### config.mk
export PLATFORM = sky130hd
export DESIGN_NAME = multichannel_peak_to_peak_averager
export DESIGN_NICKNAME = d
export VERILOG_FILES = /design/src/sv/mpa_pkg.sv /design/src/sv/mpa_front.sv /design/src/sv/mpa_queue.sv /design/src/sv/mpa_back.sv /design/src/sv/multichannel_peak_to_peak_averager.sv
export VERILOG_INCLUDE_DIRS = /design/src /design/src/sv
export SDC_FILE = /design/constraint.sdc
export NUM_CORES = 2
export LEC_CHECK = 0
export ABC_AREA = 1
export BUFFER_PORTS_ARGS = -buffer_cell sky130_fd_sc_hd__buf_2
export CAP_MARGIN = 20
export CORE_UTILIZATION = 45
export DETAILED_ROUTE_END_ITERATION = 8
export PLACE_DENSITY_LB_ADDON = 0.1
export SKIP_CTS_REPAIR_TIMING = 1
export SLEW_MARGIN = 20
export SYNTH_ARGS = -nofsm -noshare
export SYNTH_HDL_FRONTEND = slang
export SYNTH_SLANG_ARGS = --single-unit
### constraint.sdc
create_clock -name clk_i -period 10.99 [get_ports clk_i]
set_input_delay 2.7475 -clock clk_i [delete_from_list [all_inputs] [get_ports clk_i]]
set_output_delay 2.7475 -clock clk_i [all_outputs]
set_load 0.1 [all_outputs]
### src/sv/multichannel_peak_to_peak_averager_defines.svh
// Assertion macros for the peak-to-peak averager.
`ifndef MULTICHANNEL_PEAK_TO_PEAK_AVERAGER_DEFINES_SVH
`define MULTICHANNEL_PEAK_TO_PEAK_AVERAGER_DEFINES_SVH

// Condition holds in the same cycle.
`define MPA_ASSERT_NOW(lbl, ante, cons) \
  lbl: assert property (@(posedge clk_i) disable iff (!rst_ni) (ante) |-> (cons)) \
    else $error("assertion failed");

// Condition holds in the next cycle.
`define MPA_ASSERT_NEXT(lbl, ante, cons) \
  lbl: assert property (@(posedge clk_i) disable iff (!rst_ni) (ante) |=> (cons)) \
    else $error("assertion failed");

`endif

### src/sv/mpa_pkg.sv
// Shared constants, types and helpers of the peak-to-peak averager.
`timescale 1ns / 1ps
package mpa_pkg;
  localparam int CONVERTERS  = 4;
  localparam int CHANNELS    = 4;
  localparam int SAMPLE_BITS = 12;
  localparam int COUNT_BITS  = 16;
  localparam int SLOTS       = CONVERTERS * CHANNELS;
  localparam int SLOT_BITS   = $clog2(SLOTS);
  localparam int CONV_BITS   = 2;
  localparam int CHAN_BITS   = 2;
  localparam int SUM_BITS    = 28;
  localparam int VREF_BITS   = 12;
  localparam int PROD_BITS   = 24;
  localparam int QDEPTH      = 2;

  localparam logic [CONV_BITS-1:0]   LAST_CONV  = CONV_BITS'(CONVERTERS - 1);
  localparam logic [SAMPLE_BITS-1:0] RAW_MAX    = 12'd4095;
  localparam logic [SUM_BITS-1:0]    SUM_MAX    = '1;
  localparam logic [VREF_BITS-1:0]   VREF_RESET = 12'd2900;
  localparam logic [COUNT_BITS-1:0]  WIN_RESET  = 16'd1;
  localparam logic [PROD_BITS-1:0]   HALF_FULL  = 24'd2047;

  typedef logic [SLOTS-1:0][SAMPLE_BITS-1:0] snap_t;

  // x / 4095 for x below 2**24: estimate, then one correction.
  function automatic logic [SAMPLE_BITS-1:0] div_full(input logic [PROD_BITS-1:0] x);
    logic [PROD_BITS:0]   est;
    logic [PROD_BITS:0]   q;
    logic [PROD_BITS+1:0] r;
    est = ({1'b0, x} + {13'd0, x[PROD_BITS-1:12]}) >> 12;
    q   = est;
    // remainder x - 4095 * q
    r   = (PROD_BITS+2)'(x) - ((PROD_BITS+2)'(q) << 12) + (PROD_BITS+2)'(q);
    if (r >= (PROD_BITS+2)'(4095)) q = q + 1'b1;
    return q[SAMPLE_BITS-1:0];
  endfunction
endpackage

### src/sv/mpa_front.sv
// Front end: running extremes per channel and window latches.
`timescale 1ns / 1ps
module mpa_front (
  input  logic                             clk_i,
  input  logic                             rst_ni,
  input  logic                             accept_i,
  input  logic [mpa_pkg::CONV_BITS-1:0]    conv_i,
  input  logic [mpa_pkg::CHANNELS-1:0][mpa_pkg::SAMPLE_BITS-1:0] smp_i,
  input  logic                             last_i,
  output logic                             rpt_push_o,
  output mpa_pkg::snap_t                   rpt_snap_o
);
  import mpa_pkg::*;

  logic [CHANNELS-1:0][SAMPLE_BITS-1:0] min_q, max_q, min_d, max_d, nmin, nmax;
  snap_t p2p_q, p2p_d;

  always_comb begin
    p2p_d = p2p_q;
    min_d = min_q;
    max_d = max_q;
    for (int c = 0; c < CHANNELS; c++) begin
      nmin[c] = (smp_i[c] < min_q[c]) ? smp_i[c] : min_q[c];
      nmax[c] = (smp_i[c] > max_q[c]) ? smp_i[c] : max_q[c];
    end
    if (accept_i) begin
      min_d = nmin;
      max_d = nmax;
      if (last_i) begin
        for (int c = 0; c < CHANNELS; c++) begin
          p2p_d[SLOT_BITS'(conv_i) * SLOT_BITS'(CHANNELS) + SLOT_BITS'(c)] =
            (nmax[c] >= nmin[c]) ? nmax[c] - nmin[c] : '0;
          min_d[c] = '1;
          max_d[c] = '0;
        end
      end
    end
  end

  assign rpt_push_o = accept_i && last_i && (conv_i == LAST_CONV);
  assign rpt_snap_o = p2p_d;

  always_ff @(posedge clk_i or negedge rst_ni) begin
    if (!rst_ni) begin
      min_q <= '1;
      max_q <= '0;
    end else begin
      min_q <= min_d;
      max_q <= max_d;
    end
  end

  // latches have no reset: read only after written
  always_ff @(posedge clk_i) begin
    p2p_q <= p2p_d;
  end
endmodule

### src/sv/mpa_queue.sv
// Short report queue between front and back.
`timescale 1ns / 1ps
module mpa_queue (
  input  logic           clk_i,
  input  logic           rst_ni,
  input  logic           push_i,
  input  mpa_pkg::snap_t data_i,
  output logic           full_o,
  input  logic           pop_i,
  output logic           valid_o,
  output mpa_pkg::snap_t data_o
);
  import mpa_pkg::*;

  localparam int PB = $clog2(QDEPTH);

  snap_t           mem_q [QDEPTH];
  logic [PB-1:0]   wp_q, rp_q;
  logic [PB:0]     cnt_q;

  assign full_o  = (cnt_q == (PB+1)'(QDEPTH));
  assign valid_o = (cnt_q != '0);
  assign data_o  = mem_q[rp_q];

  always_ff @(posedge clk_i or negedge rst_ni) begin
    if (!rst_ni) begin
      wp_q  <= '0;
      rp_q  <= '0;
      cnt_q <= '0;
    end else begin
      if (push_i) wp_q <= wp_q + 1'b1;
      if (pop_i)  rp_q <= rp_q + 1'b1;
      cnt_q <= cnt_q + (PB+1)'(push_i) - (PB+1)'(pop_i);
    end
  end

  always_ff @(posedge clk_i) begin
    if (push_i) mem_q[wp_q] <= data_i;
  end
endmodule

### src/sv/mpa_back.sv
// Back end: block sums, averaging divider, scaling and result register.
`timescale 1ns / 1ps
`include "multichannel_peak_to_peak_averager_defines.svh"
module mpa_back (
  input  logic                               clk_i,
  input  logic                               rst_ni,
  input  logic                               rpt_valid_i,
  input  mpa_pkg::snap_t                     rpt_snap_i,
  output logic                               rpt_pop_o,
  input  logic [mpa_pkg::COUNT_BITS-1:0]     window_i,
  input  logic [mpa_pkg::VREF_BITS-1:0]      vref_i,
  input  logic                               pop_i,
  output logic                               empty_o,
  output logic [mpa_pkg::CONV_BITS-1:0]      conv_o,
  output logic [mpa_pkg::CHAN_BITS-1:0]      chan_o,
  output logic [mpa_pkg::SAMPLE_BITS-1:0]    p2p_raw_o,
  output logic [mpa_pkg::SAMPLE_BITS-1:0]    avg_raw_o,
  output logic [mpa_pkg::SAMPLE_BITS-1:0]    inst_mv_o,
  output logic [mpa_pkg::SAMPLE_BITS-1:0]    avg_mv_o,
  output logic [mpa_pkg::COUNT_BITS-1:0]     count_o,
  output logic                               last_o
);
  import mpa_pkg::*;

  typedef enum logic [4:0] {
    S_IDLE = 5'b00001,
    S_SUM  = 5'b00010,
    S_DIV  = 5'b00100,
    S_MUL  = 5'b01000,
    S_EMIT = 5'b10000
  } state_e;

  localparam int DC_BITS = $clog2(SUM_BITS + 1);

  state_e                    state_q, state_d;
  logic [SUM_BITS-1:0]       sums_q [SLOTS];
  logic [COUNT_BITS-1:0]     count_q;
  logic                      clr_q;
  logic [SLOT_BITS-1:0]      slot_q;
  logic [SUM_BITS-1:0]       quo_q;
  logic [COUNT_BITS:0]       rem_q;
  logic [DC_BITS-1:0]        dcnt_q;
  logic [PROD_BITS-1:0]      pinst_q, pavg_q;
  logic                      out_valid_q;
  logic [SAMPLE_BITS-1:0]    inst, avg;
  logic [SUM_BITS:0]         sum_w;
  logic [SUM_BITS-1:0]       sum_sat;
  logic [COUNT_BITS:0]       rem_sh;
  logic                      load_out, last_slot;

  assign inst      = rpt_snap_i[slot_q];
  assign avg       = (quo_q > SUM_BITS'(RAW_MAX)) ? RAW_MAX : quo_q[SAMPLE_BITS-1:0];
  assign sum_w     = {1'b0, clr_q ? SUM_BITS'(0) : sums_q[slot_q]} + (SUM_BITS+1)'(inst);
  assign sum_sat   = sum_w[SUM_BITS] ? SUM_MAX : sum_w[SUM_BITS-1:0];
  assign rem_sh    = {rem_q[COUNT_BITS-1:0], quo_q[SUM_BITS-1]};
  assign load_out  = (state_q == S_EMIT) && (!out_valid_q || pop_i);
  assign last_slot = (slot_q == SLOT_BITS'(SLOTS - 1));
  assign rpt_pop_o = load_out && last_slot;
  assign empty_o   = !out_valid_q;

  always_comb begin
    state_d = state_q;
    unique case (state_q)
      S_IDLE:  if (rpt_valid_i) state_d = S_SUM;
      S_SUM:   state_d = S_DIV;
      S_DIV:   if (dcnt_q == '0) state_d = S_MUL;
      S_MUL:   state_d = S_EMIT;
      S_EMIT:  if (load_out) state_d = last_slot ? S_IDLE : S_SUM;
      default: state_d = S_IDLE;
    endcase
  end

  always_ff @(posedge clk_i or negedge rst_ni) begin
    if (!rst_ni) begin
      state_q     <= S_IDLE;
      count_q     <= '0;
      clr_q       <= 1'b0;
      slot_q      <= '0;
      dcnt_q      <= '0;
      out_valid_q <= 1'b0;
      for (int i = 0; i < SLOTS; i++) sums_q[i] <= '0;
    end else begin
      state_q     <= state_d;
      out_valid_q <= load_out || (out_valid_q && !pop_i);
      unique case (state_q)
        S_IDLE: begin
          if (rpt_valid_i) begin
            clr_q  <= (count_q == '0);
            slot_q <= '0;
            if (count_q < window_i && count_q != '1) count_q <= count_q + 1'b1;
          end
        end
        S_SUM: begin
          sums_q[slot_q] <= sum_sat;
          dcnt_q         <= DC_BITS'(SUM_BITS - 1);
        end
        S_DIV: begin
          if (dcnt_q != '0) dcnt_q <= dcnt_q - 1'b1;
        end
        S_MUL: ;
        S_EMIT: begin
          if (load_out) begin
            slot_q      <= slot_q + 1'b1;
            // close the block once the window is reached
            if (last_slot && count_q >= window_i) count_q <= '0;
          end
        end
        default: ;
      endcase
    end
  end

  // restoring divide, one quotient bit a cycle
  always_ff @(posedge clk_i) begin
    if (state_q == S_SUM) begin
      quo_q <= sum_sat;
      rem_q <= '0;
    end else if (state_q == S_DIV) begin
      if (rem_sh >= {1'b0, count_q}) begin
        rem_q <= rem_sh - {1'b0, count_q};
        quo_q <= {quo_q[SUM_BITS-2:0], 1'b1};
      end else begin
        rem_q <= rem_sh;
        quo_q <= {quo_q[SUM_BITS-2:0], 1'b0};
      end
    end
    if (state_q == S_MUL) begin
      pinst_q <= PROD_BITS'(inst) * PROD_BITS'(vref_i) + HALF_FULL;
      pavg_q  <= PROD_BITS'(avg) * PROD_BITS'(vref_i) + HALF_FULL;
    end
    if (load_out) begin
      conv_o     <= slot_q[SLOT_BITS-1 -: CONV_BITS];
      chan_o     <= slot_q[CHAN_BITS-1:0];
      p2p_raw_o  <= inst;
      avg_raw_o  <= avg;
      inst_mv_o  <= div_full(pinst_q);
      avg_mv_o   <= div_full(pavg_q);
      count_o    <= count_q;
      last_o     <= last_slot;
    end
  end

  `MPA_ASSERT_NOW(a_state_onehot, 1'b1, $onehot(state_q))
  `MPA_ASSERT_NEXT(a_out_hold, out_valid_q && !pop_i, out_valid_q)
  `MPA_ASSERT_NEXT(a_report_done, rpt_pop_o, state_q == S_IDLE && out_valid_q)
  `MPA_ASSERT_NOW(a_count_active, state_q != S_IDLE, count_q != '0)
endmodule

### src/sv/multichannel_peak_to_peak_averager.sv
// Top level: queue handshakes, configuration registers, front and back.
//  conv  channels  sample ports             p2p slots
//  0     0..3      sample_ch0_i..ch3_i      0..3
//  1     0..3      sample_ch0_i..ch3_i      4..7
//  2     0..3      sample_ch0_i..ch3_i      8..11
//  3     0..3      sample_ch0_i..ch3_i      12..15 (closes the report)
// A frame is taken every cycle while full is low; full rises only when both
// report slots of the front-to-back queue are taken.
// Each report is worked through slot by slot in the back end (sum, bit-serial divide,
// scale, load), one report at a time, then returns to idle; the divider makes one bit a cycle;
// results leave through one output register, and a result not popped holds the back end.
// Reset is asynchronous and active low; no clearing pass is needed.
`timescale 1ns / 1ps
module multichannel_peak_to_peak_averager (
  input  logic                              clk_i,
  input  logic                              rst_ni,
  input  logic                              push,
  output logic                              full,
  input  logic [mpa_pkg::CONV_BITS-1:0]     converter_index_i,
  input  logic [mpa_pkg::SAMPLE_BITS-1:0]   sample_ch0_i,
  input  logic [mpa_pkg::SAMPLE_BITS-1:0]   sample_ch1_i,
  input  logic [mpa_pkg::SAMPLE_BITS-1:0]   sample_ch2_i,
  input  logic [mpa_pkg::SAMPLE_BITS-1:0]   sample_ch3_i,
  input  logic                              last_frame_i,
  output logic                              empty,
  input  logic                              pop,
  output logic [mpa_pkg::CONV_BITS-1:0]     converter_number_o,
  output logic [mpa_pkg::CHAN_BITS-1:0]     channel_number_o,
  output logic [mpa_pkg::SAMPLE_BITS-1:0]   instant_raw_o,
  output logic [mpa_pkg::SAMPLE_BITS-1:0]   average_raw_o,
  output logic [mpa_pkg::SAMPLE_BITS-1:0]   instant_millivolts_o,
  output logic [mpa_pkg::SAMPLE_BITS-1:0]   average_millivolts_o,
  output logic [mpa_pkg::COUNT_BITS-1:0]    reports_in_block_o,
  output logic                              last_result_o,
  input  logic                              psel,
  input  logic                              penable,
  input  logic                              pwrite,
  input  logic [2:0]                        paddr,
  input  logic [31:0]                       pwdata,
  output logic [31:0]                       prdata,
  output logic                              pready
);
  import mpa_pkg::*;

  typedef enum logic {
    REG_WINDOW = 1'b0,
    REG_VREF   = 1'b1
  } reg_e;

  logic [COUNT_BITS-1:0] window_q;
  logic [VREF_BITS-1:0]  vref_q;
  logic                  accept;
  logic                  rpt_push, rpt_full;
  snap_t                 push_snap, head_snap;
  logic                  head_valid, head_pop;
  logic [CHANNELS-1:0][SAMPLE_BITS-1:0] smp;

  assign pready = 1'b1;
  assign prdata = (reg_e'(paddr[2]) == REG_WINDOW) ? 32'(window_q) : 32'(vref_q);

  always_ff @(posedge clk_i or negedge rst_ni) begin
    if (!rst_ni) begin
      window_q <= WIN_RESET;
      vref_q   <= VREF_RESET;
    end else if (psel && penable && pwrite && pready) begin
      unique case (reg_e'(paddr[2]))
        REG_WINDOW: window_q <= (pwdata[15:0] == '0) ? WIN_RESET : pwdata[15:0];
        REG_VREF:   vref_q   <= pwdata[11:0];
        default: ;
      endcase
    end
  end

  assign full   = rpt_full;
  assign accept = push && !rpt_full;
  assign smp    = {sample_ch3_i, sample_ch2_i, sample_ch1_i, sample_ch0_i};

  mpa_front u_front (
    .clk_i      (clk_i),
    .rst_ni     (rst_ni),
    .accept_i   (accept),
    .conv_i     (converter_index_i),
    .smp_i      (smp),
    .last_i     (last_frame_i),
    .rpt_push_o (rpt_push),
    .rpt_snap_o (push_snap)
  );

  mpa_queue u_queue (
    .clk_i   (clk_i),
    .rst_ni  (rst_ni),
    .push_i  (rpt_push),
    .data_i  (push_snap),
    .full_o  (rpt_full),
    .pop_i   (head_pop),
    .valid_o (head_valid),
    .data_o  (head_snap)
  );

  mpa_back u_back (
    .clk_i       (clk_i),
    .rst_ni      (rst_ni),
    .rpt_valid_i (head_valid),
    .rpt_snap_i  (head_snap),
    .rpt_pop_o   (head_pop),
    .window_i    (window_q),
    .vref_i      (vref_q),
    .pop_i       (pop),
    .empty_o     (empty),
    .conv_o      (converter_number_o),
    .chan_o      (channel_number_o),
    .p2p_raw_o   (instant_raw_o),
    .avg_raw_o   (average_raw_o),
    .inst_mv_o   (instant_millivolts_o),
    .avg_mv_o    (average_millivolts_o),
    .count_o     (reports_in_block_o),
    .last_o      (last_result_o)
  );
endmodule
; ---- Yosys cells after proc, flatten, opt, wreduce, memory -nomap -nowiden
; Memory sizes are Yosys's and may differ from the RTL's.
; Cells that the tools add are included.
[totals]
mem_bits_rw = 384
out_inout_bits = 104
memories = 1
reg_bits = 961
in_bits = 93
wordCells = 236
[classes]
add_sub_neg = 26
bitwise = 2
n_reduce_logical = 34
magnitude_cmp = 29
n_mul = 2
n_eq_ne = 15
mux = 64
[mem_list]
columns = name, depth, word_bits, read_ports, rd_ports_with_merged_regs, write_ports, line_no
row1 = u_queue.mem_q, 2, 192, 1, 0, 1, mpa_queue.sv:17  ; snap_t mem_q [QDEPTH];
[op_table]
columns = operator, n
row1 = 192-bit bitwise mux, 4
row2 = 448-bit bitwise mux, 1
row3 = 192-bit two-way mux, 2
row4 = 12-bit two-way mux, 20
row5 = 28-bit two-way mux, 7
row6 = 12-bit demux with 4-bit select, 3
row7 = 28-bit binary-select mux with 4-bit select, 1
row8 = 28-bit demux with 4-bit select, 1
row9 = 16-bit two-way mux, 7
row10 = 48-bit two-way mux, 2
row11 = 26-bit by 13-bit adder with 26-bit output, 2
row12 = 26-bit by 12-bit >= comparator with 1-bit output (second input constant), 2
row13 = 24-bit by 25-bit subtractor with 26-bit output, 2
row14 = 24-bit by 12-bit adder with 25-bit output, 2
row15 = 24-bit by 11-bit adder with 24-bit output (second input constant), 2
row16 = 12-bit binary-select mux with 4-bit select, 1
row17 = 12-bit >= comparator, 4
row18 = 12-bit > comparator, 4
row19 = 12-bit less-than comparator, 4
row20 = 12-bit by 12-bit multiplier with 24-bit output, 2
row21 = 12-bit subtractor, 4
row22 = 16-bit zero test, 2
row23 = 16-bit case mux with 2 select lines, 1
row24 = 28-bit by 12-bit adder with 29-bit output, 1
row25 = 46 further kinds, 91

; ---- Logic depth before layout (Yosys ltp)
[depth]
ltp_word = 10
ltp_mapped = 37
mapped_depth_nobuf = 37

; ---- By module
; A second synthesis with hierarchy kept.
[unflattened]
cells_unflattened = 10515
area_unflattened_um2 = 83042.1
[modules_own_cells]
columns = module, instances, seq_area_each_um2, cells_each, area_each_um2
row1 = mpa_back, 1, 16687.3, 6695, 49005.8
row2 = mpa_front, 1, 6306.0, 2600, 17752.0
row3 = mpa_queue, 1, 11631.2, 1028, 14652.8
row4 = multichannel_peak_to_peak_averager, 1, 709.4, 192, 1631.6

; ---- Worst setup path after synthesis
; Ideal clock, no wire load.
[synth_path]
path_kind = input port to flip-flop
from = in push
to = mem u_queue.mem_q[0][0] in the netlist's numbering, enable pin
setup_time_ns = 0.748
n_path_buf = 1
path_stages = 5
setup_slack_ns = -1.330
required_time_ns = 10.242
t_arrival_ns = 11.571
path_cell_list = o21ai_1 > nor3_1 > inv_1 > clkbuf_1 > nor2_1
[synth_via]
elab_chain_cells = 5
[synth_rtl]
columns = item, line_no
row1 = start: declaration, multichannel_peak_to_peak_averager.sv:17  ; input logic push,
row2 = 1-bit logical AND, multichannel_peak_to_peak_averager.sv:75  ; assign accept = push && !rpt_full;
row3 = 1-bit logical AND (2 in series), mpa_front.sv:40  ; assign rpt_push_o = accept_i && last_i && (conv_i == LAST_CONV);
row4 = 1-bit two-way mux, mpa_queue.sv:38  ; if (push_i) mem_q[wp_q] <= data_i;
row5 = 1-bit two-way mux (not written as such), mpa_queue.sv:38
row6 = end: declaration, mpa_queue.sv:17
; No other way between the ends.

; ---- Worst setup path in the final report
[layout_path]
from = reg u_queue.rp_q
to = reg u_back.pinst_q[23] (data pin)
[layout_via]
elab_chain_cells = 5
[layout_rtl]
columns = item, line_no
row1 = start: declaration, mpa_queue.sv:18  ; logic [PB-1:0] wp_q, rp_q;
row2 = start signal: assignment, mpa_queue.sv:32  ; if (pop_i) rp_q <= rp_q + 1'b1;
row3 = memory 2 x 192 bit, -
row4 = 12-bit binary-select mux with 4-bit select, mpa_back.sv:51  ; assign inst = rpt_snap_i[slot_q];
row5 = 12-bit two-way mux (not written as such), mpa_back.sv:51
row6 = named net u_back.inst[10], mpa_back.sv:45  ; logic [SAMPLE_BITS-1:0] inst, avg;
row7 = 12-bit by 12-bit multiplier with 24-bit output, mpa_back.sv:128  ; pinst_q <= PROD_BITS'(inst) * PROD_BITS'(vref_i) + HALF_FULL;
row8 = 24-bit by 11-bit adder with 24-bit output, mpa_back.sv:128
row9 = end signal: assignment, mpa_back.sv:128
row10 = end: declaration, mpa_back.sv:43  ; logic [PROD_BITS-1:0] pinst_q, pavg_q;
; The timed path passes the listed nets, and every way through them passes these cells. The select of a mux whose other input is x is not followed.
; A chain may end at the register's enable or synchronous reset.

==> out/qor.txt <==
die area = 0.1777 sq mm
Syn Inst Count = 9,650
Crit. End Element = register
Die Ht = 421.6 microns
Post-synth ARST share = 45.20%
Min-Delay Path Class = register to register
maximum fanout along the worst path = 87
CP startpoint = u_queue.rp_q
number of global-route vias before repair = 62,290
r2r endpoint = u_back.pinst_q[23]
synthesized area = 0.07922 sq mm
clock latency on the worst-skew pair = 0.82 ns
Clock Tree Buf Depth = 3
largest net degree at the start of global routing = 161
Critical Path RT = 11.51 ns
Warnings, synthesis = 0
Critical-path top delay cell = inv_4
Fillers = 16,650
number of synthesized flops with an enable pin = 529
compound-cell area share of the yosys netlist = 11.89%
period utilization = 74.61%
RSZ-0062 raised after global routing = no
CP Launch Type = register
worst reg-to-reg setup slack = 2.79 ns
Layout Nets = 10,390
Distinct cells, synth = 62
fraction of layout instances using a drive strength above 1 = 7.128%
Hold Vio Cnt, Final = 0
Worst R2R Start = u_queue.rp_q
final setup fails = 0
DRT Pass-1 Iters = 6
first-pass GRT wire length = 354,300 microns
Vias = 63,530
Mean Syn Cell Area = 8.209 sq um
Seq/Total Area, Yosys = 44.60%
Crit path largest cell delay = 0.74 ns
core box area = 0.1744 sq mm
Synth Flop Type = dfrtp_1
max cap viols = 0
CTS H-tree depth = 4
Via density = 5.254
Slew Viols, Final = 0
clk sink count = 1,345
status = finished, final reports clean
cell mode on critical path = fa_1
Port Buffers = 161
Overall Global Routing Usage = 25.27%
flops & latches, synth = 1,345
largest family of logic cells by synthesized area = simple AND/OR/NAND/NOR gates
initial drt markers = 4,352
initial antenna violation count = 6
clock root cell = clkbuf_16
critical path class = register to register
CTS tree = built
detailed-route wire length per cell = 18.69 microns
dpl hpwl = 153,000 microns
setup_tns = 0 ns
Min Clock Period, post-route = 8.199 ns
die width = 421.6 microns
Ports = 197
relative slew slack = 19.88%
Cell Rows = 153
remaining global-route overflow = 0
Final Wtd Congestion = 0.8911
clk slew on worst S/H paths = 0.06 ns
Synth Area in Simple Gates = 20.21%
CP endpoint = u_back.pinst_q[23]
DRC = 0
pin slew with the least headroom to its limit = 1.193 ns
CP Cell Sequence = inv_4 -> buf_4 -> buf_4 -> o21ai_0 -> o221ai_1 -> nand3_1 -> nand4_1 -> inv_1 -> nor2_1 -> ha_1 -> fa_1 -> inv_1 -> fa_1 -> inv_1 -> fa_1 -> fa_1 -> ha_1 -> nand2_1 -> nor4_1 -> nand4_1 -> nand3_1 -> nand3_1 -> nand2_1 -> xor2_1
cells on worst reg2reg path = 24
fmax = 122.0 MHz
mux cell area share after synthesis = 0.01422%
adder-cell area share of the yosys netlist = 12.58%
CTS Buf Count = 152
clock skew after layout = 0.05298 ns
Initial Utilization = 45.42%
Post-Synth XOR/XNOR Area = 1.437%
Routed Wire Length = 226,000 microns
arrival time at the worst endpoint = 8.72 ns
area grow syn2layout = 10.43%
antenna-violating nets left = 0
[critical path: cells and delay by family, from the launching register on]
kind / cells / cell delay, ns
AO/OA/AOI/OAI: 2 / 0.33
flip-flops: 1 / 0.67
buffers and inverters: 6 / 2.23
adder cells (fa/ha/maj): 6 / 2.60
XOR/XNOR: 1 / 0.06
AND/OR/NAND/NOR: 9 / 2.00
[cells in the mapped netlist (all sizes together) (14+ instances only)]
cell type | n | area, sq um
a21o | 16 | 120.1
a21oi | 536 | 2683
a31oi | 74 | 462.9
buf | 149 | 943.4
clkbuf | 306 | 1150
dfrtp | 552 | 13810
dfstp | 56 | 1471
dfxtp | 208 | 4164
edfxtp | 529 | 15890
fa | 224 | 4484
ha | 438 | 5480
inv | 1387 | 5211
nand2 | 2580 | 9697
nand3 | 307 | 1689
nand3b | 20 | 150.1
nand4 | 85 | 538.0
nor2 | 837 | 3167
nor3 | 53 | 285.3
nor4 | 27 | 175.2
o211ai | 47 | 352.8
o21ai | 796 | 3995
o21bai | 14 | 112.6
o221ai | 74 | 648.1
o22ai | 90 | 563.0
or2 | 40 | 250.2
xnor2 | 54 | 473.0
xor2 | 76 | 665.6
[cell type report]
cell class / instances / area [sq um] / area share, %
antenna: 2 / 5.005 / 0.005721
clock buffer: 203 / 4225 / 4.830
clock inverter: 83 / 1237 / 1.415
inverter: 1395 / 5251 / 6.003
multi-input combinational: 6470 / 36820 / 42.09
sequential: 1345 / 35350 / 40.40
tap: 2325 / 2909 / 3.325
timing repair buffer: 268 / 1685 / 1.927
[registers in the layout, summed over array words and instances (netlist names), 4 cells and up]
name and cells:
u_back.dcnt_q 5, window_q 16, u_back.state_q 5, u_back.pinst_q 24, u_front.min_q 48, u_back.avg_raw_o 12, u_back.slot_q 4, u_front.max_q 48
u_back.inst_mv_o 12, u_back.quo_q 28, vref_q 12, u_queue.mem_q 384, u_back.count_q 16, u_back.pavg_q 24, u_front.p2p_q 192, u_back.sums_q 448
u_back.p2p_raw_o 12, u_back.rem_q 16, u_back.count_o 16, u_back.avg_mv_o 12
[logic make-up after synthesis]
family                     Yosys count
and+or+nand+nor                   3958
other                                2
muxes                                1
xor gates and xnor gates           130
buffers and inverters             1850
adders and majority gates          662
DFF                               1345
AOI/OAI and AO/OA                 1702
[layout by cell type, fill, tap and decap left out, types with 224 or more instances in the layout]
| cell | netlist | final |
|---|---|---|
| nand2_1 | 2575 | 2575 |
| inv_1 | 1381 | 1378 |
| nor2_1 | 831 | 815 |
| o21ai_0 | 774 | 774 |
| dfrtp_1 | 552 | 549 |
| a21oi_1 | 536 | 536 |
| edfxtp_1 | 529 | 529 |
| ha_1 | 438 | 438 |
| nand3_1 | 290 | 290 |
| fa_1 | 224 | 224 |
[per-layer routing]
metal  up-vias  share of wire [%]  routed length (microns)  GRT usage [%]
met5         -                  0                        0              0
met4         0                2.8                     6352          7.733
met3       335                4.8                    10850          3.059
met2      1617                 49                   111000          44.27
met1     30450                 43                    97880          32.50
li1      31130                  -                        -              -
[through the flow]
stage / area, sq um / instances / setup slack (ns) / hold WS, ns / utilization, %
after global routing: 87480 / 12090 / 2.302 / 0.4855 / 50.16
final: 87480 / 12090 / 2.791 / 0.4743 / 50.16
after detailed placement: 82000 / 11800 / 2.726 / 0.4601 / 47.02
after global placement: 82000 / 11800 / 2.771 / 0.4527 / 47.02
after CTS: 87460 / 12090 / 2.686 / 0.4713 / 50.15
after floorplan: 79280 / 9665 / 1.906 / 0.4291 / -
[worst min-delay path by stage]
stage,slack [ns],start,cells past startpoint,endpoint
2_1_floorplan,0.43,u_back.rem_q[15],2,u_back.rem_q[15]
3_3_place_gp,0.45,u_back.rem_q[15],2,u_back.rem_q[15]
3_5_place_dp,0.46,u_back.rem_q[2],2,u_back.rem_q[2]
4_1_cts,0.47,u_back.rem_q[2],2,u_back.rem_q[2]
5_1_grt,0.49,u_back.sums_q[94],2,u_back.sums_q[94]
6_report,0.47,u_back.sums_q[300],2,u_back.sums_q[300]
Power is not shown: default switching activity piles up to over one toggle a cycle in this logic, so the estimate is an artifact.
